--- src/rtl/pcrr_pkg.sv ---
`default_nettype none
package pcrr_pkg;

    // Register indexes on the configuration port.
    localparam logic [2:0] REG_CAP        = 3'd0;
    localparam logic [2:0] REG_TEMP_MAX   = 3'd1;
    localparam logic [2:0] REG_MARGIN     = 3'd2;
    localparam logic [2:0] REG_RATIO_MAX  = 3'd3;
    localparam logic [2:0] REG_WINDOW     = 3'd4;
    localparam logic [2:0] REG_STEP_UP    = 3'd5;
    localparam logic [2:0] REG_STEP_DOWN  = 3'd6;
    localparam logic [2:0] REG_PAUSE_MAX  = 3'd7;

    localparam int APB_AW = 5;

    localparam logic [19:0] CAP_RST        = 20'd250000;
    localparam logic [7:0]  TEMP_MAX_RST   = 8'd83;
    localparam logic [19:0] MARGIN_RST     = 20'd10000;
    localparam logic [23:0] RATIO_MAX_RST  = 24'd65536;
    localparam logic [19:0] WINDOW_RST     = 20'd10000;
    localparam logic [23:0] STEP_UP_RST    = 24'd3277;
    localparam logic [23:0] STEP_DOWN_RST  = 24'd1638;
    localparam logic [15:0] PAUSE_MAX_RST  = 16'd2000;

    localparam int MAX_INTERVAL_MS_DEF = 300000;

    localparam logic [19:0] CAP_MIN     = 20'd15000;
    localparam logic [19:0] WINDOW_MIN  = 20'd500;
    localparam logic [20:0] SEEN_MAX    = 21'h1FFFFF;
    localparam logic [30:0] Q30_ONE     = 31'h4000_0000;
    localparam logic [3:0]  TAYLOR_LAST = 4'd12;
    localparam logic [3:0]  SQUARE_LAST = 4'd4;

    // Shared unit widths.
    localparam int DIV_NW = 36;
    localparam int DIV_DW = 20;
    localparam int MUL_W  = 32;

    typedef struct packed {
        logic [19:0] cap_mw;
        logic [7:0]  temp_max_c;
        logic [19:0] margin_mw;
        logic [23:0] rest_max_ratio;
        logic [19:0] window_ms;
        logic [23:0] step_up;
        logic [23:0] step_down;
        logic [15:0] pause_ceil_ms;
    } cfg_t;

    typedef enum logic [3:0] {
        ST_IDLE,
        ST_XDIV,
        ST_TMUL,
        ST_TDIV,
        ST_CLAMP,
        ST_SQ,
        ST_UPD,
        ST_REG,
        ST_PMUL,
        ST_OUT
    } state_t;

endpackage
`default_nettype wire

--- src/rtl/power_cap_rest_regulator.sv ---
`default_nettype none
// Power cap rest regulator.
//
// Samples arrive on the s_ stream: tdata carries interval_ms, power_mw and
// temp_c, tuser carries the mode (boundary or pause slice) and the reading's
// valid flag. Each accepted request yields exactly one result on the m_
// stream: pause_ms, rest_ratio_out and average_mw in tdata, armed in tuser.
// Configuration registers sit on an APB-style port, four bytes apart. They
// are to be written only while the block is idle; it does not enforce this.
//
// One request is worked at a time by a small sequencer that reuses one
// restoring divider and one 32 x 16 multiplier. Each Taylor term takes two
// multiplies, the second by the reciprocal of the term index. s_tready is
// high only while the sequencer is idle, which it enters as the previous
// result is registered. A stalled receiver holds that result while the next
// request is accepted and computed; its own result then waits. Reset
// restores the register defaults, clears the average, time and ratio, and
// arms the seeding of the average by the first boundary sample.
module power_cap_rest_regulator
    import pcrr_pkg::*;
#(
    parameter int MAX_INTERVAL_MS = MAX_INTERVAL_MS_DEF
) (
    input  wire logic              aclk,
    input  wire logic              aresetn,
    input  wire logic              s_tvalid,
    output logic                   s_tready,
    // interval_ms [19:0], power_mw [39:20], temp_c [47:40]
    input  wire logic [47:0]       s_tdata,
    // mode [0], sample_valid [1]
    input  wire logic [1:0]        s_tuser,
    output logic                   m_tvalid,
    input  wire logic              m_tready,
    // pause_ms [15:0], rest_ratio_out [39:16], average_mw [59:40], zero [63:60]
    output logic [63:0]            m_tdata,
    // armed [0]
    output logic [0:0]             m_tuser,
    input  wire logic              psel,
    input  wire logic              penable,
    input  wire logic              pwrite,
    input  wire logic [APB_AW-1:0] paddr,
    input  wire logic [31:0]       pwdata,
    output logic [31:0]            prdata,
    output logic                   pready
);

    localparam logic [20:0] MAX_IV = 21'(MAX_INTERVAL_MS);

    cfg_t cfg;

    pcrr_cfg u_cfg (
        .aclk    (aclk),
        .aresetn (aresetn),
        .psel    (psel),
        .penable (penable),
        .pwrite  (pwrite),
        .paddr   (paddr),
        .pwdata  (pwdata),
        .prdata  (prdata),
        .pready  (pready),
        .cfg     (cfg)
    );

    // Shared units and their request registers.
    logic                div_go_reg, div_go_next;
    logic [DIV_NW-1:0]   div_n_reg, div_n_next;
    logic [DIV_DW-1:0]   div_d_reg, div_d_next;
    logic                div_done;
    logic [DIV_NW-1:0]   div_q;
    logic                mul_go_reg, mul_go_next;
    logic [MUL_W-1:0]    mul_a_reg, mul_a_next;
    logic [MUL_W-1:0]    mul_b_reg, mul_b_next;
    logic                mul_done;
    logic [2*MUL_W-1:0]  mul_p;

    pcrr_div u_div (
        .aclk     (aclk),
        .aresetn  (aresetn),
        .go       (div_go_reg),
        .dividend (div_n_reg),
        .divisor  (div_d_reg),
        .done     (div_done),
        .quotient (div_q)
    );

    pcrr_mul u_mul (
        .aclk    (aclk),
        .aresetn (aresetn),
        .go      (mul_go_reg),
        .a       (mul_a_reg),
        .b       (mul_b_reg),
        .done    (mul_done),
        .product (mul_p)
    );

    // Sequencer state and the sample being worked.
    state_t              state_reg, state_next;
    logic                mode_reg, mode_next;
    logic [19:0]         dur_reg, dur_next;
    logic [19:0]         power_reg, power_next;
    logic [7:0]          temp_reg, temp_next;
    logic [28:0]         y_reg, y_next;
    logic signed [32:0]  sum_reg, sum_next;
    logic [3:0]          cnt_reg, cnt_next;
    logic [15:0]         pause_reg, pause_next;

    // Regulator state.
    logic [31:0]         avg_reg, avg_next;
    logic [20:0]         seen_reg, seen_next;
    logic [23:0]         ratio_reg, ratio_next;
    logic                first_reg, first_next;

    // Output register.
    logic                mv_reg, mv_next;
    logic [63:0]         md_reg, md_next;
    logic                mu_reg, mu_next;

    // Helper terms.
    logic [19:0]         weff;
    logic [19:0]         cap_eff;
    logic [31:0]         target;
    logic                tgt_ge;
    logic [31:0]         diff;
    logic                armed;
    logic [19:0]         in_iv;
    logic [19:0]         in_pw;
    logic [19:0]         in_dur;
    logic [29:0]         recip_m;
    logic [2:0]          recip_l;
    logic [30:0]         t_new;
    logic [30:0]         rn;
    logic [30:0]         r_clamp;
    logic [31:0]         delta;
    logic [21:0]         seen_sum;
    logic                hot;
    logic                over;
    logic                under;
    logic [24:0]         ratio_up;
    logic [23:0]         ratio_reg_new;
    logic [31:0]         pause_lim;

    assign weff    = (cfg.window_ms < WINDOW_MIN) ? WINDOW_MIN : cfg.window_ms;
    assign cap_eff = (cfg.cap_mw < CAP_MIN) ? CAP_MIN : cfg.cap_mw;
    assign target  = {power_reg, 12'd0};
    assign tgt_ge  = target >= avg_reg;
    assign diff    = tgt_ge ? (target - avg_reg) : (avg_reg - target);
    assign armed   = seen_reg >= {1'b0, weff};
    assign in_iv   = s_tdata[19:0];
    assign in_pw   = s_tdata[39:20];
    assign in_dur  = ({1'b0, in_iv} < MAX_IV) ? in_iv : 20'd0;
    assign rn      = mul_p[60:30];
    assign delta   = mul_p[61:30];
    assign seen_sum = {1'b0, seen_reg} + {2'b0, dur_reg};

    // Division of a term numerator (below 2^29) by the term index k is done
    // as a multiply by m = floor(2^(29+l) / k) + 1 and a shift by 29 + l,
    // with l = ceil(log2(k)). This is exact for every numerator below 2^29.
    always_comb begin
        case (cnt_reg)
            4'd1:    begin recip_m = 30'd536870913; recip_l = 3'd0; end
            4'd2:    begin recip_m = 30'd536870913; recip_l = 3'd1; end
            4'd3:    begin recip_m = 30'd715827883; recip_l = 3'd2; end
            4'd4:    begin recip_m = 30'd536870913; recip_l = 3'd2; end
            4'd5:    begin recip_m = 30'd858993460; recip_l = 3'd3; end
            4'd6:    begin recip_m = 30'd715827883; recip_l = 3'd3; end
            4'd7:    begin recip_m = 30'd613566757; recip_l = 3'd3; end
            4'd8:    begin recip_m = 30'd536870913; recip_l = 3'd3; end
            4'd9:    begin recip_m = 30'd954437177; recip_l = 3'd4; end
            4'd10:   begin recip_m = 30'd858993460; recip_l = 3'd4; end
            4'd11:   begin recip_m = 30'd780903145; recip_l = 3'd4; end
            4'd12:   begin recip_m = 30'd715827883; recip_l = 3'd4; end
            default: begin recip_m = 30'd536870913; recip_l = 3'd0; end
        endcase
    end

    always_comb begin
        case (recip_l)
            3'd0:    t_new = mul_p[59:29];
            3'd1:    t_new = mul_p[60:30];
            3'd2:    t_new = mul_p[61:31];
            3'd3:    t_new = mul_p[62:32];
            default: t_new = mul_p[63:33];
        endcase
    end

    always_comb begin
        if (sum_reg < 0) begin
            r_clamp = '0;
        end else if (sum_reg > $signed({2'b0, Q30_ONE})) begin
            r_clamp = Q30_ONE;
        end else begin
            r_clamp = sum_reg[30:0];
        end
    end

    // Ratio regulation. The low threshold exists only when the margin is
    // below the cap.
    assign hot   = (temp_reg != 8'd0) && (temp_reg > cfg.temp_max_c);
    assign over  = avg_reg > {cap_eff, 12'd0};
    assign under = (cfg.margin_mw < cap_eff)
                 && (avg_reg < {20'(cap_eff - cfg.margin_mw), 12'd0});
    assign ratio_up = {1'b0, ratio_reg} + {1'b0, cfg.step_up};

    always_comb begin
        if (over || hot) begin
            ratio_reg_new = (ratio_up > {1'b0, cfg.rest_max_ratio})
                          ? cfg.rest_max_ratio : ratio_up[23:0];
        end else if (under) begin
            ratio_reg_new = (ratio_reg > cfg.step_down) ? (ratio_reg - cfg.step_down) : 24'd0;
        end else begin
            ratio_reg_new = ratio_reg;
        end
    end

    assign pause_lim = {cfg.pause_ceil_ms, 16'd0};

    always_comb begin
        state_next  = state_reg;
        mode_next   = mode_reg;
        dur_next    = dur_reg;
        power_next  = power_reg;
        temp_next   = temp_reg;
        y_next      = y_reg;
        sum_next    = sum_reg;
        cnt_next    = cnt_reg;
        pause_next  = pause_reg;
        avg_next    = avg_reg;
        seen_next   = seen_reg;
        ratio_next  = ratio_reg;
        first_next  = first_reg;
        div_go_next = 1'b0;
        div_n_next  = div_n_reg;
        div_d_next  = div_d_reg;
        mul_go_next = 1'b0;
        mul_a_next  = mul_a_reg;
        mul_b_next  = mul_b_reg;
        mv_next     = mv_reg;
        md_next     = md_reg;
        mu_next     = mu_reg;
        s_tready    = 1'b0;

        if (mv_reg && m_tready) begin
            mv_next = 1'b0;
        end

        case (state_reg)
            ST_IDLE: begin
                s_tready = 1'b1;
                if (s_tvalid) begin
                    mode_next  = s_tuser[0];
                    power_next = in_pw;
                    temp_next  = s_tdata[47:40];
                    pause_next = 16'd0;
                    dur_next   = s_tuser[0] ? in_iv : in_dur;
                    div_n_next = {(s_tuser[0] ? in_iv : in_dur), 16'd0};
                    div_d_next = weff;
                    if (s_tuser[0]) begin
                        // Pause slices only move the average.
                        if (s_tuser[1] && in_iv != 20'd0) begin
                            div_go_next = 1'b1;
                            state_next  = ST_XDIV;
                        end else begin
                            state_next = ST_OUT;
                        end
                    end else if (first_reg) begin
                        // The first boundary sample seeds the average.
                        first_next = 1'b0;
                        if (s_tuser[1]) begin
                            avg_next = {in_pw, 12'd0};
                        end
                        state_next = ST_OUT;
                    end else if (s_tuser[1]) begin
                        if (in_dur != 20'd0) begin
                            div_go_next = 1'b1;
                            state_next  = ST_XDIV;
                        end else begin
                            state_next = ST_REG;
                        end
                    end else begin
                        state_next = ST_OUT;
                    end
                end
            end
            ST_XDIV: begin
                if (div_done) begin
                    mul_go_next = 1'b1;
                    if (div_q[DIV_NW-1:20] != '0) begin
                        // Interval of sixteen windows or more: alpha is one.
                        mul_a_next = diff;
                        mul_b_next = {1'b0, Q30_ONE};
                        state_next = ST_UPD;
                    end else begin
                        y_next     = {div_q[19:0], 9'd0};
                        sum_next   = $signed({2'b0, Q30_ONE});
                        cnt_next   = 4'd1;
                        mul_a_next = {1'b0, Q30_ONE};
                        mul_b_next = {3'b0, div_q[19:0], 9'd0};
                        state_next = ST_TMUL;
                    end
                end
            end
            ST_TMUL: begin
                // Previous term times y is ready; scale by 1/k next.
                if (mul_done) begin
                    mul_go_next = 1'b1;
                    mul_a_next  = {3'd0, mul_p[58:30]};
                    mul_b_next  = {2'd0, recip_m};
                    state_next  = ST_TDIV;
                end
            end
            ST_TDIV: begin
                if (mul_done) begin
                    sum_next  = cnt_reg[0] ? (sum_reg - $signed({2'b0, t_new}))
                                           : (sum_reg + $signed({2'b0, t_new}));
                    if (cnt_reg == TAYLOR_LAST) begin
                        state_next = ST_CLAMP;
                    end else begin
                        cnt_next    = cnt_reg + 4'd1;
                        mul_go_next = 1'b1;
                        mul_a_next  = {1'b0, t_new};
                        mul_b_next  = {3'b0, y_reg};
                        state_next  = ST_TMUL;
                    end
                end
            end
            ST_CLAMP: begin
                cnt_next    = 4'd0;
                mul_go_next = 1'b1;
                mul_a_next  = {1'b0, r_clamp};
                mul_b_next  = {1'b0, r_clamp};
                state_next  = ST_SQ;
            end
            ST_SQ: begin
                if (mul_done) begin
                    mul_go_next = 1'b1;
                    if (cnt_reg == SQUARE_LAST) begin
                        mul_a_next = diff;
                        mul_b_next = {1'b0, 31'(Q30_ONE - rn)};
                        state_next = ST_UPD;
                    end else begin
                        cnt_next   = cnt_reg + 4'd1;
                        mul_a_next = {1'b0, rn};
                        mul_b_next = {1'b0, rn};
                    end
                end
            end
            ST_UPD: begin
                if (mul_done) begin
                    avg_next = tgt_ge ? (avg_reg + delta) : (avg_reg - delta);
                    if (mode_reg) begin
                        state_next = ST_OUT;
                    end else begin
                        seen_next  = (seen_sum > {1'b0, SEEN_MAX}) ? SEEN_MAX
                                                                   : seen_sum[20:0];
                        state_next = ST_REG;
                    end
                end
            end
            ST_REG: begin
                state_next = ST_OUT;
                if (armed) begin
                    ratio_next = ratio_reg_new;
                    if (ratio_reg_new != 24'd0) begin
                        mul_go_next = 1'b1;
                        mul_a_next  = {8'd0, ratio_reg_new};
                        mul_b_next  = {12'd0, dur_reg};
                        state_next  = ST_PMUL;
                    end
                end
            end
            ST_PMUL: begin
                if (mul_done) begin
                    pause_next = (mul_p[43:0] > {12'd0, pause_lim}) ? cfg.pause_ceil_ms
                                                                    : mul_p[31:16];
                    state_next = ST_OUT;
                end
            end
            ST_OUT: begin
                if (!mv_reg || m_tready) begin
                    mv_next    = 1'b1;
                    md_next    = {4'd0, avg_reg[31:12], ratio_reg, pause_reg};
                    mu_next    = armed;
                    state_next = ST_IDLE;
                end
            end
            default: state_next = ST_IDLE;
        endcase
    end

    always_ff @(posedge aclk) begin
        if (!aresetn) begin
            state_reg  <= ST_IDLE;
            avg_reg    <= '0;
            seen_reg   <= '0;
            ratio_reg  <= '0;
            first_reg  <= 1'b1;
            mv_reg     <= 1'b0;
            div_go_reg <= 1'b0;
            mul_go_reg <= 1'b0;
        end else begin
            state_reg  <= state_next;
            avg_reg    <= avg_next;
            seen_reg   <= seen_next;
            ratio_reg  <= ratio_next;
            first_reg  <= first_next;
            mv_reg     <= mv_next;
            div_go_reg <= div_go_next;
            mul_go_reg <= mul_go_next;
        end
    end

    always_ff @(posedge aclk) begin
        mode_reg  <= mode_next;
        dur_reg   <= dur_next;
        power_reg <= power_next;
        temp_reg  <= temp_next;
        y_reg     <= y_next;
        sum_reg   <= sum_next;
        cnt_reg   <= cnt_next;
        pause_reg <= pause_next;
        div_n_reg <= div_n_next;
        div_d_reg <= div_d_next;
        mul_a_reg <= mul_a_next;
        mul_b_reg <= mul_b_next;
        md_reg    <= md_next;
        mu_reg    <= mu_next;
    end

    assign m_tvalid = mv_reg;
    assign m_tdata  = md_reg;
    assign m_tuser  = mu_reg;

endmodule
`default_nettype wire

--- src/rtl/pcrr_cfg.sv ---
`default_nettype none
module pcrr_cfg
    import pcrr_pkg::*;
(
    input  wire logic              aclk,
    input  wire logic              aresetn,
    input  wire logic              psel,
    input  wire logic              penable,
    input  wire logic              pwrite,
    input  wire logic [APB_AW-1:0] paddr,
    input  wire logic [31:0]       pwdata,
    output logic [31:0]            prdata,
    output logic                   pready,
    output cfg_t                   cfg
);

    cfg_t        cfg_reg;
    logic [2:0]  idx;

    assign idx    = paddr[4:2];
    assign pready = 1'b1;
    assign cfg    = cfg_reg;

    always_ff @(posedge aclk) begin
        if (!aresetn) begin
            cfg_reg.cap_mw         <= CAP_RST;
            cfg_reg.temp_max_c     <= TEMP_MAX_RST;
            cfg_reg.margin_mw      <= MARGIN_RST;
            cfg_reg.rest_max_ratio <= RATIO_MAX_RST;
            cfg_reg.window_ms      <= WINDOW_RST;
            cfg_reg.step_up        <= STEP_UP_RST;
            cfg_reg.step_down      <= STEP_DOWN_RST;
            cfg_reg.pause_ceil_ms  <= PAUSE_MAX_RST;
        end else if (psel && penable && pwrite) begin
            case (idx)
                REG_CAP:       cfg_reg.cap_mw         <= pwdata[19:0];
                REG_TEMP_MAX:  cfg_reg.temp_max_c     <= pwdata[7:0];
                REG_MARGIN:    cfg_reg.margin_mw      <= pwdata[19:0];
                REG_RATIO_MAX: cfg_reg.rest_max_ratio <= pwdata[23:0];
                REG_WINDOW:    cfg_reg.window_ms      <= pwdata[19:0];
                REG_STEP_UP:   cfg_reg.step_up        <= pwdata[23:0];
                REG_STEP_DOWN: cfg_reg.step_down      <= pwdata[23:0];
                REG_PAUSE_MAX: cfg_reg.pause_ceil_ms  <= pwdata[15:0];
                default: ;
            endcase
        end
    end

    always_comb begin
        case (idx)
            REG_CAP:       prdata = {12'd0, cfg_reg.cap_mw};
            REG_TEMP_MAX:  prdata = {24'd0, cfg_reg.temp_max_c};
            REG_MARGIN:    prdata = {12'd0, cfg_reg.margin_mw};
            REG_RATIO_MAX: prdata = {8'd0, cfg_reg.rest_max_ratio};
            REG_WINDOW:    prdata = {12'd0, cfg_reg.window_ms};
            REG_STEP_UP:   prdata = {8'd0, cfg_reg.step_up};
            REG_STEP_DOWN: prdata = {8'd0, cfg_reg.step_down};
            REG_PAUSE_MAX: prdata = {16'd0, cfg_reg.pause_ceil_ms};
            default:       prdata = 32'd0;
        endcase
    end

endmodule
`default_nettype wire

--- src/rtl/pcrr_div.sv ---
`default_nettype none
module pcrr_div
    import pcrr_pkg::*;
(
    input  wire logic              aclk,
    input  wire logic              aresetn,
    input  wire logic              go,
    input  wire logic [DIV_NW-1:0] dividend,
    input  wire logic [DIV_DW-1:0] divisor,
    output logic                   done,
    output logic [DIV_NW-1:0]      quotient
);

    // Restoring division, one quotient bit per cycle. The quotient shifts
    // into the dividend register as the dividend bits shift out.
    logic [DIV_NW-1:0] dvd_reg;
    logic [DIV_DW-1:0] dsr_reg;
    logic [DIV_DW-1:0] rem_reg;
    logic [5:0]        cnt_reg;
    logic              done_reg;
    logic [DIV_DW:0]   rem_sh;
    logic              fits;

    assign rem_sh   = {rem_reg, dvd_reg[DIV_NW-1]};
    assign fits     = rem_sh >= {1'b0, dsr_reg};
    assign done     = done_reg;
    assign quotient = dvd_reg;

    always_ff @(posedge aclk) begin
        if (!aresetn) begin
            cnt_reg  <= 6'd0;
            done_reg <= 1'b0;
        end else begin
            done_reg <= 1'b0;
            if (go) begin
                cnt_reg <= 6'(DIV_NW);
            end else if (cnt_reg != 6'd0) begin
                cnt_reg <= cnt_reg - 6'd1;
                if (cnt_reg == 6'd1) begin
                    done_reg <= 1'b1;
                end
            end
        end
    end

    always_ff @(posedge aclk) begin
        if (go) begin
            dvd_reg <= dividend;
            dsr_reg <= divisor;
            rem_reg <= '0;
        end else if (cnt_reg != 6'd0) begin
            rem_reg <= fits ? DIV_DW'(rem_sh - {1'b0, dsr_reg}) : rem_sh[DIV_DW-1:0];
            dvd_reg <= {dvd_reg[DIV_NW-2:0], fits};
        end
    end

endmodule
`default_nettype wire

--- src/rtl/pcrr_mul.sv ---
`default_nettype none
module pcrr_mul
    import pcrr_pkg::*;
(
    input  wire logic             aclk,
    input  wire logic             aresetn,
    input  wire logic             go,
    input  wire logic [MUL_W-1:0] a,
    input  wire logic [MUL_W-1:0] b,
    output logic                  done,
    output logic [2*MUL_W-1:0]    product
);

    // A 32 x 16 multiplier used twice; the partial product is registered
    // before it is added into the accumulator.
    localparam int HW = MUL_W / 2;

    logic [MUL_W-1:0]    a_reg;
    logic [MUL_W-1:0]    b_reg;
    logic [MUL_W+HW-1:0] pp_reg;
    logic [2*MUL_W-1:0]  acc_reg;
    logic [1:0]          ph_reg;
    logic                done_reg;

    assign done    = done_reg;
    assign product = acc_reg;

    always_ff @(posedge aclk) begin
        if (!aresetn) begin
            ph_reg   <= 2'd0;
            done_reg <= 1'b0;
        end else begin
            done_reg <= 1'b0;
            case (ph_reg)
                2'd0: if (go) ph_reg <= 2'd1;
                2'd1: ph_reg <= 2'd2;
                2'd2: ph_reg <= 2'd3;
                2'd3: begin
                    ph_reg   <= 2'd0;
                    done_reg <= 1'b1;
                end
                default: ph_reg <= 2'd0;
            endcase
        end
    end

    always_ff @(posedge aclk) begin
        case (ph_reg)
            2'd0: begin
                if (go) begin
                    a_reg <= a;
                    b_reg <= b;
                end
            end
            2'd1: pp_reg <= a_reg * b_reg[HW-1:0];
            2'd2: begin
                acc_reg <= {{(MUL_W-HW){1'b0}}, pp_reg};
                pp_reg  <= a_reg * b_reg[MUL_W-1:HW];
            end
            2'd3: acc_reg <= acc_reg + {pp_reg, {HW{1'b0}}};
            default: ;
        endcase
    end

endmodule
`default_nettype wire

--- config.mk ---
export PLATFORM = sky130hd
export DESIGN_NAME = power_cap_rest_regulator
export DESIGN_NICKNAME = d
export VERILOG_FILES = /design/src/rtl/pcrr_pkg.sv /design/src/rtl/power_cap_rest_regulator.sv /design/src/rtl/pcrr_cfg.sv /design/src/rtl/pcrr_div.sv /design/src/rtl/pcrr_mul.sv
export SDC_FILE = /design/constraint.sdc
export NUM_CORES = 2
export LEC_CHECK = 0
export ABC_AREA = 1
export BUFFER_PORTS_ARGS = -buffer_cell sky130_fd_sc_hd__buf_2
export CAP_MARGIN = 20
export CELL_PAD_IN_SITES_DETAIL_PLACEMENT = 0
export CELL_PAD_IN_SITES_GLOBAL_PLACEMENT = 1
export CORE_AREA = 4 4 493 495
export CTS_CLUSTER_DIAMETER = 150
export DETAILED_ROUTE_END_ITERATION = 7
export DIE_AREA = 0 0 497 499
export GPL_TIMING_DRIVEN = 0
export HOLD_SLACK_MARGIN = 0.06
export PLACE_DENSITY = 0.59
export SYNTH_ARGS = -nofsm -noshare
export SYNTH_HDL_FRONTEND = slang
export SYNTH_SLANG_ARGS = --single-unit
--- constraint.sdc ---
create_clock -name aclk -period 8.84 [get_ports aclk]
set_clock_uncertainty 0.2 [all_clocks]
set_input_delay 0.884 -clock aclk [delete_from_list [all_inputs] [get_ports aclk]]
set_output_delay 0.884 -clock aclk [all_outputs]
set_load 0.02 [all_outputs]
# Word level (Yosys, flattened, before mapping)
# Memory sizes are Yosys's and may differ from the RTL's. A register that Yosys moved wholly into a read port is not among the register bits.
# Cells that the tools add are included.
# word_totals
elab_cells	281
memories	1
romBits	496
reg_bits	770
out_inout_bits	100
# mem_list
memory	words	word_bits	read_ports	rd_ports_with_merged_regs	wr	line_no	rtl
(name not given)	16	31	1	1	0	power_cap_rest_regulator.sv:159	case (cnt_reg)
# op_classes
bitwise	5
addsub	15
mul	2
n_reduce_logical	52
eq_ne	43
muxes	105
n_lt_le_gt_ge	16
# ops
operator	n
two-way mux 32 bit	23
case mux 32 bit (6 select lines)	2
case mux 32 bit (8 select lines)	1
two-way mux 33 bit	4
case mux 64 bit (2 select lines)	1
two-way mux 31 bit	4
case mux 31 bit (4 select lines)	1
two-way mux 20 bit	5
multiplier 32 x 16 -> 48 bit	2
two-way mux 24 bit	4
case mux 48 bit (2 select lines)	1
subtractor 32 bit	3
two-way mux 4 bit	21
two-way mux 36 bit	2
case mux 33 bit (2 select lines)	1
adder 64 bit	1
case mux 32 bit (2 select lines)	1
two-way mux 16 bit	3
greater-than comparator 44 x 32 -> 1 bit	1
>= comparator 21 x 20 -> 1 bit	2
case mux 4 bit (10 select lines)	1
nonzero test 20 bit	2
subtractor 20 bit	2
adder 33 x 32 -> 33 bit	1
other kinds (64)	149

# Depth between registers and ports, before layout
# logic_depth
depth_word	11
mapped_depth	47

# By module
# From an unflattened synthesis, not the netlist that was laid out.
# hier_totals
hier_cells	12518
hier_area_um2	90121.4
# modules_own_cells
mod	area_per_inst_um2	seq_area_each_um2	instances	cells_each
pcrr_mul	45748.9	5345.1	1	6337
power_cap_rest_regulator	32331.0	10109.7	1	4506
pcrr_cfg	7145.6	3123.0	1	1026
pcrr_div	4895.9	2222.1	1	649

# Least setup slack after synthesis
# OpenSTA, ideal clock, no wires.
# synth_timing
path_type	reg-to-reg
start	register u_cfg.cfg_reg (netlist bit u_cfg.cfg[146])
end	register mul_a_reg[0], enable pin
period_less_slack_ns	7.021
required_time_ns	8.223
slack_ns	1.819
path_stages_with_launch	46
arrival_time_ns	6.404
setup_time_ns	0.417
path_cell_list	dfxtp_1 inv_1 nand2_1 nor3_1 a32o_1 nand2_1 and3_1 inv_1 clkbuf_1 nand2_1 ha_1 nand3b_1 and2_1 nor2_1 nor2_1 o21ai_0 a31oi_1 o21ai_0 [10 not listed] nor2_1 nand2_1 nor4_1 nand2_1 inv_1 nor2_1 nand3_1 clkbuf_1 nand2_1 nand3_1 nand2_1 nand2_1 nor2_1 nand2_1 nor2_1 nand3_1 nand3_1 inv_1
# synth_via
elab_chain_len	10
word_cells_on_any_way	13
# synth_rtl
element	line_no	rtl
start: declaration	pcrr_cfg.sv:17	cfg_t cfg_reg;
less-than comparator 20 x 14 -> 1 bit	power_cap_rest_regulator.sv:143	assign cap_eff = (cfg.cap_mw < CAP_MIN) ? CAP_MIN : cfg.cap_mw;
two-way mux 20 bit *	power_cap_rest_regulator.sv:143	
subtractor 20 bit	power_cap_rest_regulator.sv:201	&& (avg_reg < {20'(cap_eff - cfg.margin_mw), 12'd0});
less-than comparator 32 bit	power_cap_rest_regulator.sv:201	
logical AND 1 bit	power_cap_rest_regulator.sv:201	
two-way mux 24 bit	power_cap_rest_regulator.sv:208	end else if (under) begin
two-way mux 24 bit *	power_cap_rest_regulator.sv:205	if (over || hot) begin
nonzero test 24 bit *	power_cap_rest_regulator.sv:363	if (ratio_reg_new != 24'd0) begin
!= test 2 bit (no source line) *	-	
AND reduction 8 bit (no source line) *	-	
end signal: assignment	power_cap_rest_regulator.sv:423	mul_a_reg <= mul_a_next;
end: declaration	power_cap_rest_regulator.sv:71	logic [MUL_W-1:0] mul_a_reg, mul_a_next;
# Every way passes the cells marked *; elsewhere a longest branch is shown, timed or not.
# A chain may end at the register's enable or synchronous reset.

# Worst setup path in the final report
# layout_timing
start	register u_mul.a_reg[5]
end	register u_mul.pp_reg[41] (data pin)
# layout_via
elab_chain_len	2
word_cells_on_any_way	3
# layout_rtl
element	line_no	rtl
start: declaration	pcrr_mul.sv:18	logic [MUL_W-1:0] a_reg;
start signal: assignment	pcrr_mul.sv:51	a_reg <= a;
multiplier 32 x 16 -> 48 bit (on tied branches)	pcrr_mul.sv:58, pcrr_mul.sv:55	
case mux 48 bit (2 select lines) *	pcrr_mul.sv:48	case (ph_reg)
end signal: assignment	pcrr_mul.sv:55	2'd1: pp_reg <= a_reg * b_reg[HW-1:0];
end signal: assignment	pcrr_mul.sv:58	pp_reg <= a_reg * b_reg[MUL_W-1:HW];
end: declaration	pcrr_mul.sv:20	logic [MUL_W+HW-1:0] pp_reg;
# Marks and branches as above.

==> summary.txt <==
Die
  • Die Y: 499 um
  • Die area: ~250000 um2
  • Initial core utilization: 0.350
  • I/O pin count: about 190
  • Die Wd: slightly below 500 um
  • Row Count: 179
  • Core area: between 200000 and 250000 um2

Worst setup path
  • Setup crit end kind: flip-flop
  • Critical path type: reg -> reg
  • CP cell instances: clkbuf_1 -> nand2_1 -> fa_1 -> inv_1 -> fa_1 -> fa_1 -> fa_1 -> fa_1 -> fa_1 -> ha_1 -> a21oi_1 -> inv_1 -> a31oi_1 -> inv_1 -> nand2_1 -> o211ai_1 -> a21oi_1 -> o21ai_0 -> nand3_1 -> o311ai_0 -> o21ai_0 -> nand2_1
  • Reg2Reg Launch Point: u_mul.a_reg[5]$_DFFE_PP_
  • RR Endpoint: u_mul.pp_reg[41]$_DFFE_PP_
  • Crit path max-delay cell type: clkbuf_1
  • Worst Reg2Reg Path Length in Cells: 22
  • Critical path's largest stage delay: around 0.92 ns
  • Most used cell, CP: fa_1
  • Critical path data arrival time: slightly above 9 ns
  • Data required time of the worst path: between 9 and 10 ns
  • Worst R2R Setup Slack: roughly 0.037 ns
  • Crit-path max FO: 10
  • Worst setup SP type: flip-flop

STA
  • Final Cycle Share: 0.996
  • Worst Tran Pin Value: about 1.2 ns
  • Max-slew violation count: 0
  • Fmax: approximately 0.11 GHz
  • Worst slew margin: 0.178
  • Final Hold Viols: 0
  • Setup violations, final: 0
  • Hold Slack: 0.192 ns
  • Post-route minimum period: between 8 and 9 ns

Yosys
  • Post-synth EDFFs: between 400 and 500
  • Top-count cell post-synth: nand2_1
  • Cell variety after synth: 85
  • Synth area leaders: fa_1 (20%), edfxtp_1 (18%), nand2_1 (11%)
  • Post-synth top cells: nand2_1 (2334), inv_1 (2090), a21oi_1 (834), fa_1 (816), o21ai_0 (704)
  • Top FF cell, synth: edfxtp_1
  • Seq/Total Area, Yosys: 0.249
  • Syn Area/Cell: a little under 8 um2
  • Netlist area before placement: around 83000 um2
  • Cell taking the most area after synthesis: fa_1
  • Synth top area share: 0.196
  • Async SR Flop Fraction: 0
  • Syn Inst Count: 10700
  • Synthesized flop and latch total: between 700 and 800
  • YS warnings: 0

CTS
  • Worst-Skew Late Latency: roughly 0.77 ns
  • Clk root buf: clkbuf_16
  • TritonCTS Buffers: 94
  • CTS clock-pin slew for the worst setup and hold paths: around 0.060 ns
  • CTS H-tree lvls: 3
  • Clock sink count: 789
  • CTS tree: yes
  • Clk buf depth: 3

GRT
  • Global-route wire length before repair: 553 mm
  • Gr usage total: 0.309
  • Largest net degree at the start of global routing: 41
  • Vias in the first global route: ~74000
  • Initial antenna violation count: 48
  • Global route overflow: 0

Finish
  • Final Cell Area: around 90000 um2
  • Fillers: 25100
  • Share of cells above drive strength 1: 0.0550
  • Synth-to-layout area growth: 10.8%
  • Largest register FFs: approximately 160
  • Fin nets: around 13000

Placement
  • Port Buf Inserts: 168
  • Routability Congestion: 0.997
  • Placed cell area: between 80000 and 90000 um2
  • DP HPWL: about 330 mm

Route
  • ANT nets after route: 0
  • TritonRoute pass-1 iters: 8
  • First DRT Iteration DRCs: 8353
  • Final wirelength: about 400 mm
  • Vias per cell: ~5.4
  • DR WL/cell: 27.5 um
  • Drt drc: 0
  • Number of vias in the routed layout: slightly below 80000

Outcome
  • Status: complete, no violations

Worst hold path
  • Worst hold start: s_tdata[32]
  • Hold endpoint: power_reg[12]$_DFFE_PP_
  • Hold-critical path depth: 1
  • Min-delay worst type: in -> reg

Flow run
  • Number of max-cap violations: 0
==> layout make-up <==
cell class              count  area (um2)  share of cell area
plain buffers             440        1830              0.0198
multi-input cells        7318       52900               0.573
clock inverters            60         614             0.00665
repair buffers            226        1620              0.0175
diodes                     18        45.0            0.000488
well taps                3167        3960              0.0429
clock buffers             117        2610              0.0283
inverters                2130        8020              0.0868
flip-flops and latches    789       20800               0.225
==> placed cells by master (no fill, tap or decap), types with 266 or more instances in the layout <==
cell type,count
a21oi_1,832
clkbuf_1,366
dfxtp_1,292
edfxtp_1,497
fa_1,816
ha_1,648
inv_1,2087
nand2_1,2324
nand3_1,266
nor2_1,631
o21ai_0,700
==> worst max path at each step <==
stage,from,to,slack (ns),cells past startpoint
finish,u_mul.a_reg[5]$_DFFE_PP_,u_mul.pp_reg[41]$_DFFE_PP_,0.04,22
floorplan,u_cfg.cfg[146]$_SDFFE_PN0P_,mul_a_reg[0]$_DFFE_PP_,1.82,45
global placement,u_cfg.cfg[146]$_SDFFE_PN0P_,mul_a_reg[23]$_DFFE_PP_,-0.99,43
detailed placement,u_mul.b_reg[3]$_DFFE_PP_,u_mul.pp_reg[41]$_DFFE_PP_,-0.03,24
global route,u_mul.a_reg[19]$_DFFE_PP_,u_mul.pp_reg[44]$_DFFE_PP_,-0.002,20
CTS,u_mul.b_reg[1]$_DFFE_PP_,u_mul.pp_reg[44]$_DFFE_PP_,0.002,22
==> per-stage QoR <==
step	setup slack (ns)	util	cells	TNS [ns]
6_report	0.0373	0.388	14300	0
5_1_grt	-0.00166	0.388	14200	-0.00166
4_1_cts	0.00196	0.387	14200	0
3_5_place_dp	-0.0294	0.372	14000	-0.0451
3_3_place_gp	-0.991	0.371	14000	-73.21
2_1_floorplan	1.82	-	10700	0
==> cell families after synthesis <==
kind of cell,share of synthesized area
XOR/XNOR,0.0242
AO/OA/AOI/OAI,0.146
adder cells (fa/ha/maj),0.294
other,0.0000901
buffers and inverters,0.118
AND/OR/NAND/NOR,0.169
multiplexers,0.000135
flip-flops,0.249
==> per-layer routing <==
metal	vias to the layer above	routed length, um	part of all wire	GRT usage
met1	38200	182000	0.46	0.457
met3	475	38200	0.097	0.0766
met2	3446	159000	0.41	0.442
li1	34800	-	-	-
met4	20	13200	0.034	0.0920
met5	-	269	0.00069	0.00419
==> what timing repair did <==
action                                 4_1_cts  5_1_grt
endpoints found under the hold margin        8        0
hold buffers                                 8        0
gates resized for setup                      2       56
buffers inserted                             6       15
setup endpoints to repair                   28       76
==> worst max-delay path, delay by kind of cell (launching register included) <==
kind / cells / cell delay, ns
adders and majority gates: 7 / 3.60
DFF: 1 / 0.57
AOI/OAI and AO/OA: 7 / 2.35
and+or+nand+nor: 4 / 0.55
buffers and inverters: 4 / 1.25
Power is left out: the tool's default activity adds up to more than one toggle a clock period on the data nets, which glitch-free logic cannot reach.
